<file path="config.mk">
export PLATFORM = sky130hd
export DESIGN_NAME = pcca_ctrl
export DESIGN_NICKNAME = d
export VERILOG_FILES = /design/src/rtl/pcca_pkg.sv /design/src/rtl/pcca_ctrl.sv
export SDC_FILE = /design/constraint.sdc
export NUM_CORES = 1
export LEC_CHECK = 0
export ABC_CLOCK_PERIOD_IN_PS = 1920
export BUFFER_PORTS_ARGS = -buffer_cell sky130_fd_sc_hd__buf_2
export CORE_AREA = 8 8 45 47
export DETAILED_ROUTE_END_ITERATION = 10
export DIE_AREA = 0 0 53 55
export HOLD_SLACK_MARGIN = 0.05
export PLACE_DENSITY = 0.58
export SLEW_MARGIN = 20
export SYNTH_ARGS = -nofsm -noshare
export SYNTH_HDL_FRONTEND = slang
export SYNTH_SLANG_ARGS = --single-unit
</file>
<file path="constraint.sdc">
create_clock -name i_clk -period 1.92 [get_ports i_clk]
set_input_delay 0.192 -clock i_clk [delete_from_list [all_inputs] [get_ports i_clk]]
set_output_delay 0.192 -clock i_clk [all_outputs]
set_load 0.01 [all_outputs]
</file>
<file path="src/rtl/pcca_pkg.sv">
// Shared constants, codes and control structs of the centroid accumulator.
`default_nettype none

package pcca_pkg;

    localparam int NUM_CLASSES = 16;
    localparam int VECTOR_LEN  = 1024;
    localparam int MAX_SAMPLES = 65536;

    localparam int FUNC_W  = 2;
    localparam int CLS_W   = $clog2(NUM_CLASSES);
    localparam int POS_W   = $clog2(VECTOR_LEN);
    localparam int VAL_W   = 8;
    localparam int ADDR_W  = CLS_W + POS_W;
    localparam int DEPTH   = NUM_CLASSES * VECTOR_LEN;
    localparam int SUM_W   = 24;
    localparam int CNT_W   = $clog2(MAX_SAMPLES + 1);
    localparam int MEAN_W  = 16;
    localparam int FRAC_W  = 8;
    localparam int STEP_W  = $clog2(MEAN_W);

    localparam logic [CNT_W-1:0]  CNT_MAX  = CNT_W'(MAX_SAMPLES);
    localparam logic [SUM_W-1:0]  SUM_MAX  = {SUM_W{1'b1}};
    localparam logic [MEAN_W-1:0] MEAN_MAX = {MEAN_W{1'b1}};

    localparam logic [FUNC_W-1:0] FN_CLEAR = 2'd0;
    localparam logic [FUNC_W-1:0] FN_ACC   = 2'd1;
    localparam logic [FUNC_W-1:0] FN_READ  = 2'd2;

    typedef struct packed {
        logic clr_cnt;   // clear request taken: zero the counts
        logic sweep;     // write one zero entry of the sum store
        logic acc;       // accumulate request taken
        logic rd_start;  // read request taken
        logic div_load;  // sum data back from the store
        logic div_step;  // one quotient bit
        logic out_load;  // move result into the output register
    } t_cmd;

    typedef struct packed {
        logic sweep_last;
        logic rd_direct;  // empty class or saturated mean, no division
        logic div_last;
        logic out_full;
    } t_status;

endpackage

`default_nettype wire

</file>
<file path="src/rtl/pcca_ctrl.sv">
// Controller state machine: request intake, clearing sweep, read and divide sequence.
`default_nettype none

module pcca_ctrl
    import pcca_pkg::*;
(
    input  wire logic              i_clk,
    input  wire logic              i_rst_n,
    input  wire logic              i_valid,
    input  wire logic [FUNC_W-1:0] i_func,
    output logic                   o_ready,
    output t_cmd                   o_cmd,
    input  wire t_status           i_st
);

    localparam logic [2:0] S_CLEAR = 3'd0;
    localparam logic [2:0] S_IDLE  = 3'd1;
    localparam logic [2:0] S_RDMEM = 3'd2;
    localparam logic [2:0] S_DIV   = 3'd3;
    localparam logic [2:0] S_OUT   = 3'd4;

    logic [2:0] r_state;
    logic [2:0] n_state;
    logic       w_take;

    assign o_ready = (r_state == S_IDLE);
    assign w_take  = o_ready && i_valid;

    always_comb begin
        n_state = r_state;
        o_cmd   = '0;
        case (r_state)
            S_CLEAR: begin
                o_cmd.sweep = 1'b1;
                if (i_st.sweep_last) begin
                    n_state = S_IDLE;
                end
            end
            S_IDLE: begin
                if (w_take) begin
                    case (i_func)
                        FN_CLEAR: begin
                            o_cmd.clr_cnt = 1'b1;
                            n_state       = S_CLEAR;
                        end
                        FN_ACC: begin
                            o_cmd.acc = 1'b1;
                        end
                        FN_READ: begin
                            o_cmd.rd_start = 1'b1;
                            n_state        = S_RDMEM;
                        end
                        default: begin
                        end
                    endcase
                end
            end
            S_RDMEM: begin
                o_cmd.div_load = 1'b1;
                n_state        = i_st.rd_direct ? S_OUT : S_DIV;
            end
            S_DIV: begin
                o_cmd.div_step = 1'b1;
                if (i_st.div_last) begin
                    n_state = S_OUT;
                end
            end
            S_OUT: begin
                if (!i_st.out_full) begin
                    o_cmd.out_load = 1'b1;
                    n_state        = S_IDLE;
                end
            end
            default: begin
                n_state = S_IDLE;
            end
        endcase
    end

    always_ff @(posedge i_clk) begin
        if (!i_rst_n) begin
            r_state <= S_CLEAR;
        end else begin
            r_state <= n_state;
        end
    end

endmodule

`default_nettype wire

</file>
## Yosys cells after proc, flatten, opt, wreduce, memory -nomap -nowiden

Index checks and enable logic that the tools add are counted.
Widths: inputs -> output; s select.

- Input port bits: 9
- Register bits after elaboration: 3

- Equal/unequal tests: 11
- Mux-type cells: 19
- Reductions and logical operators: 4

Operators by type and width:

| kind | count |
|---|---|
| $mux 3 | 5 |
| $pmux 3 s5 | 1 |
| $mux 1 | 10 |
| $eq 3x2->1 const B | 2 |
| $ne 2x2->1 const B | 3 |
| $pmux 3 s2 | 1 |
| $reduce_and 5->1 | 1 |
| $mux 2 | 2 |
| $eq 3x1->1 const B | 1 |
| $eq 3x3->1 const B | 1 |
| $logic_not 3->1 | 1 |
| $ne 3x1->1 const B | 1 |
| $eq 2x1->1 const B | 1 |
| $eq 2x2->1 const B | 1 |
| $logic_not 2->1 | 1 |
| $ne 2x1->1 const B | 1 |
| $logic_and 1x1->1 | 1 |

## Longest topological paths before layout

Gate-level depths: netlist of the first run.

- Depth after elaboration: 4
- Depth in mapped cells: 5
- Gate-level depth less buffers: 4

## Worst setup path before layout of the first run

OpenSTA, ideal clock, no wires.

- Path kind: flip-flop to output port
- Start point: reg r_state[0]
- End point: out o_cmd[3] in the netlist's numbering
- Slack: 410 ps
- Cell stages (with the launch flop): 6
- Path buffers: 1
- Arrival: 1318 ps
- Cells stage by stage: dfxtp_1 > buf_6 > inv_1 > nor3_1 > nand2_1 > nor3b_1

RTL lines:

| item | line | text |
|---|---|---|
| start, declared | pcca_ctrl.sv:22 | `logic [2:0] r_state;` |
| start signal, assigned | pcca_ctrl.sv:84 | `r_state <= n_state;` |
| end, declared | pcca_ctrl.sv:12 | `output t_cmd o_cmd,` |

==> metrics, run 1 <==
Yosys top cell area share=0.1983; Synth cell types=22; clk sinks=3; most flop-heavy register=r_state; row count=14; total CTS buffers=3; Yosys top cell by area=dfxtp_1; Placed Area=369.1 um2; Clock Pin Slew Worst Setup and Hold Paths=0.04 ns; power per cell area=930.3 nW/um2; RSZ-0062 raised after global routing=false; Post-CTS Setup Inserts=0; Crit Path Category=reg -> out; Layout Nets=65; CP Data Required Time=1.73 ns; Slew Limit Headroom=0.7397; share of layout cells above drive strength 1=0.4000; vias in the first global route=322; initial antenna violation count=0; PostCTS Resize Cnt=0; Pleak=0.1811 nW; worst-path fanout max=11; ratio of final minimum period to clock period=0.9198; Setup Skew=0.0005652 ns; crit path DAT=1.57 ns; Die H=55 um; fmax=566.3 MHz; IO buf count=16; syn nets=47; Total Neg Setup Slack=0 ns; final setup fails=0; detailed placement HPWL=596 um; startpoint types=flip-flop; synthesized cell area=302.8 um2; total track usage=0.05240; cell count after synthesis=38; most frequent cell after synthesis=nor3_1; Finished Cell Area=395.4 um2; register area=60.06 um2; I/O pin total=17; WL per Instance=10.51 um; outcome=finished clean; number of synthesized flops with an enable pin=0; clock latency on the worst-skew pair=0.23 ns; number of flip-flops in the largest register=3; top flop regs=r_state (3); Initial Util=0.2188; Filler Cells Inserted=158; Detailed Routing Iterations Pass 1=4; Core Util, Final=0.2857; CTS tree=done; first-pass GRT wire length=1.173 mm; htree depth=1; vias per cell=4.563; largest net degree at the start of global routing=12; pre-CTS setup slack=0.4059 ns; residual antenna-violating net count after detailed routing=0; Die W=53 um; RePlAce Congestion=0.7284; reg-to-reg setup timing slack=0.49 ns; Tightest Pin Transition=0.3899 ns; drt initial violations=7; Placeable Area=1384 um2; drt total wl=746 um; footprint of the multi-input gates=197.7 um2; synth warn=0; largest cells by area after synthesis=dfxtp_1, buf_6, nor3_1; worst hold-check path type=in -> reg; # DRC=0; Slew Viols, Final=0; # diodes=0; sequential element share of the synthesized area=0.1983; min Tclk post-route=1.766 ns; Yosys reg bits=3; die area=2915 um2; Setup crit end kind=output port; Root Driver=clkbuf_4; CTS max path bufs=2; Hold Vio Cnt, Final=0; Async S/R FF share, synth=0; via count=324; syn_area_per_cell=7.968 um2; Worst Slack Setup Final=0.1541 ns; CTS Hold Bufs=0; VDD IR max=0.2949 mV; # Max-Cap Violations=0; Overflow after GRT=0; growth of design area from synthesis to finish=30.58%; Synth Flop Type=dfxtp_1
layer usage:
layer | global-route usage | wire, um | vias to the layer above
met5 | 0 | 0 | -
li1 | - | - | 173
met1 | 0.04242 | 287 | 147
met4 | 0.03879 | 0 | 0
met3 | 0.02139 | 47 | 0
met2 | 0.09961 | 411 | 4
critical path, cell delays in order (launching register included):
cell	delay [ns]
dfxtp_1	0.50
inv_1	0.15
nor3_1	0.22
nand2_1	0.13
nor3b_1	0.19
buf_2	0.16
worst paths after layout:
kind,startpoint,endpoint,cells past startpoint
max,r_state[0],o_cmd[3],5
max reg2reg,r_state[0],r_state[1],4
min,i_rst_n,r_state[2],2
min reg2reg,r_state[0],r_state[0],2
cell type report:
class	instances	share of cell area
timing repair buffer	16	0.2025
tap	16	0.05063
sequential	3	0.1519
multi-input combinational	29	0.5000
inverter	3	0.02848
clock buffer	4	0.06646
per-stage QoR:
step | hold WS, ns | cells | power (mW)
final | 0.2322 | 71 | 0.3678
after global routing | 0.2359 | 71 | 0.3943
after CTS | 0.2192 | 71 | 0.3782
after detailed placement | 0.4603 | 67 | 0.2627
after global placement | 0.4557 | 67 | 0.2609
after floorplan | 0.3137 | 38 | 0.2323
layout by cell type (no fill, tap or decap), drive strengths merged:
cell    Yosys  layout
nor2        1       1
nand3b      3       3
o31ai       1       1
and2        1       1
nand2       3       3
buf         3      16
nor3b       2       2
nand4       1       1
clkbuf      0       4
and2b       1       1
o41ai       1       1
inv         3       3
dfxtp       3       3
and3        1       1
a41o        1       1
a21oi       3       3
or3         1       1
mux2i       1       1
o21ai       2       2
nor3        5       5
nor4        1       1
power by group:
group          switching (mW)  leakage [nW]  internal, mW
registers              0.0289        0.0245        0.0742
logic                  0.0825         0.142        0.0743
clock network          0.0302        0.0150        0.0777
total                   0.142         0.181         0.226
cell families (layout without fill, tap and decap cells):
| family | count (synthesis) | after routing | synth area share |
|---|---|---|---|
| AOI/OAI and AO/OA | 8 | 8 | 0.2190 |
| buffers and inverters | 6 | 23 | 0.1487 |
| muxes | 1 | 1 | 0.03306 |
| and+or+nand+nor | 20 | 20 | 0.4008 |
| DFF | 3 | 3 | 0.1984 |
No activity file was read; power rests on OpenSTA's default activity.
==> run 2, diff against run 1 <==
--- a/config.mk
+++ b/config.mk
@@ -5,13 +5,13 @@
 export SDC_FILE = /design/constraint.sdc
 export NUM_CORES = 1
 export LEC_CHECK = 0
-export ABC_CLOCK_PERIOD_IN_PS = 1920
 export BUFFER_PORTS_ARGS = -buffer_cell sky130_fd_sc_hd__buf_2
 export CORE_AREA = 8 8 45 47
 export DETAILED_ROUTE_END_ITERATION = 10
 export DIE_AREA = 0 0 53 55
 export HOLD_SLACK_MARGIN = 0.05
 export PLACE_DENSITY = 0.58
+export RECOVER_POWER = 25
 export SLEW_MARGIN = 20
 export SYNTH_ARGS = -nofsm -noshare
 export SYNTH_HDL_FRONTEND = slang
==> run 2 against run 1 <==
Effect of this change:
- core utilization down 0.090 points
- maximum frequency barely moved
- first-iteration DRC count stayed put
- power down 0.58%
- setup slack about the same
- non-clock buffer count unchanged
- count of clock-buffer cells in the layout unchanged
- clock skew unchanged
- register-to-register slack barely moved
- largest cell class unchanged
- highest routed layer unchanged
==> metrics, run 2 (synthesized netlist as in run 1, its figures left out) <==
Initial Util=0.2188 (unchanged); Finished Cell Area=394.1 um2 (-0.32%); Overflow after GRT=0 (unchanged); vias per cell=4.563 (unchanged); # diodes=0 (unchanged); Total Neg Setup Slack=0 ns (unchanged); Placed Area=369.1 um2 (unchanged); Slew Limit Headroom=0.7396 (about the same); delay-heaviest family, CP=simple AND/OR/NAND/NOR gates; IO buf count=16 (unchanged); initial antenna violation count=0 (unchanged); startpoint types=flip-flop; Worst Hold Path Cells=2 (unchanged); RR Startpoint=r_state[0]; Power Total=365.7 uW (-0.58%); Tightest Pin Transition=0.3900 ns (+0.00004900 ns); footprint of the multi-input gates=197.7 um2 (unchanged); residual antenna-violating net count after detailed routing=0 (unchanged); reg-to-reg setup timing slack=0.49 ns (about the same); crit path DAT=1.57 ns (about the same); growth of design area from synthesis to finish=30.17%; detailed placement HPWL=596 um (unchanged); register area=60.06 um2 (unchanged); Comb power frac=0.423 (-0.003); RePlAce Congestion=0.7284 (unchanged); RSZ-0062 raised after global routing=false; pre-CTS setup slack=0.4059 ns (unchanged); I/O pin total=17 (unchanged); Setup crit end kind=output port; total CTS buffers=3 (unchanged); VDD IR max=0.2947 mV (about the same); clk sinks=3 (unchanged); via count=324 (unchanged); Die H=55 um (unchanged); die area=2915 um2 (unchanged); most frequent cells in the layout=buf_2, nor3_1; hold path startpoint=i_rst_n; CTS Hold Bufs=0 (unchanged); Placeable Area=1384 um2 (unchanged); Filler Cells Inserted=159 (+0.63%); Post-CTS Setup Inserts=0 (unchanged); WL per Instance=10.54 um (+0.27%); Sequential Power Share=0.282 (+0.002); Core Util, Final=0.2848 (-0.0009040); CTS tree=done; drt initial violations=7 (unchanged); fmax=566.3 MHz (about the same); clock share of power=0.295 (about the same); most flop-heavy register=r_state; first-pass GRT wire length=1.173 mm (unchanged); Buf/Inv on CP=2 (unchanged); Clock Pin Slew Worst Setup and Hold Paths=0.04 ns (about the same); CP Data Required Time=1.73 ns (about the same); commonest non-fill, non-tap cell in the layout=buf_2; largest net degree at the start of global routing=12 (unchanged); PostCTS Resize Cnt=0 (unchanged); slowest stage delay, CP=0.50 ns (about the same); clock latency on the worst-skew pair=0.23 ns (about the same); # DRC=0 (unchanged); Layout Nets=65 (unchanged); reg2reg end=r_state[1]; power per cell area=927.8 nW/um2 (-0.26%); Crit Path Category=reg -> out; CP cell instances=inv_1 -> nor3_1 -> nand2_1 -> nor3b_1 -> buf_2; vias in the first global route=322 (unchanged); sw power=142.1 uW (+0.37%); htree depth=1 (unchanged); final setup fails=0 (unchanged); Die W=53 um (unchanged); # Max-Cap Violations=0 (unchanged); Pleak=0.1791 nW (-1.1%); ratio of final minimum period to clock period=0.9197 (about the same); slowest CP cell=dfxtp_1; number of flip-flops in the largest register=3 (unchanged); Hold Vio Cnt, Final=0 (unchanged); WP depth=5 (unchanged); Worst Slack Setup Final=0.1542 ns (+0.0001600 ns); worst-path fanout max=11 (unchanged); Switching Share=0.3887 (+0.003681); top flop regs=r_state (3); CTS max path bufs=2 (unchanged); Setup Skew=0.0005652 ns (unchanged); min Tclk post-route=1.766 ns (-0.0001600 ns); Worst Hold End=r_state[2]; worst hold-check path type=in -> reg; Detailed Routing Iterations Pass 1=4 (unchanged); share of layout cells above drive strength 1=0.3818 (-0.01818); Slew Viols, Final=0 (unchanged); Int Pwr=223.5 uW (-1.2%); Root Driver=clkbuf_4; drt total wl=748 um (+0.27%); row count=14 (unchanged); outcome=finished clean; R2R depth=4 (unchanged); total track usage=0.05240 (unchanged)
-- run 2: cell count changes in the layout (fill, tap and decap cells not counted), sizes merged --
cell	change
clkbuf	+1
buf	-1
-- run 2: metrics by stage --
step           instances  hold slack (ns)
4_1_cts               71           0.2192
6_report              71           0.2322
3_3_place_gp          67           0.4557
2_1_floorplan         38           0.3137
3_5_place_dp          67           0.4603
5_1_grt               71           0.2359
-- run 2: worst max path at each step --
stage / startpoint / slack, ns / end
floorplan: r_state[0] / 0.41 / o_cmd[3]
global placement: r_state[0] / 0.41 / o_cmd[3]
detailed placement: r_state[0] / 0.41 / o_cmd[3]
CTS: r_state[0] / 0.13 / o_cmd[4]
global route: r_state[0] / 0.0001 / o_cmd[4]
finish: r_state[0] / 0.15 / o_cmd[3]
-- run 2: final cells by class --
cell class,instances,area share
clock buffers,4,0.06667
inverters,3,0.02857
multi-input cells,29,0.5016
flip-flops and latches,3,0.1524
well taps,16,0.05079
repair buffers,16,0.2000
-- run 2: power groups by stage --
stage	clock network, mW	logic [mW]	registers, mW
after floorplan	0	0.151	0.0810
after global placement	0	0.157	0.104
after detailed placement	0	0.158	0.104
after CTS	0.116	0.159	0.103
after global routing	0.118	0.168	0.106
final	0.108	0.155	0.103
-- run 2: routing by layer --
layer  vias up  global-route usage  routed length [um]
met4         0             0.03879                   0
met1       147             0.04242                 289
met5         -                   0                   0
met3         0             0.02139                  47
met2         4             0.09961                 411
li1        173                   -                   -
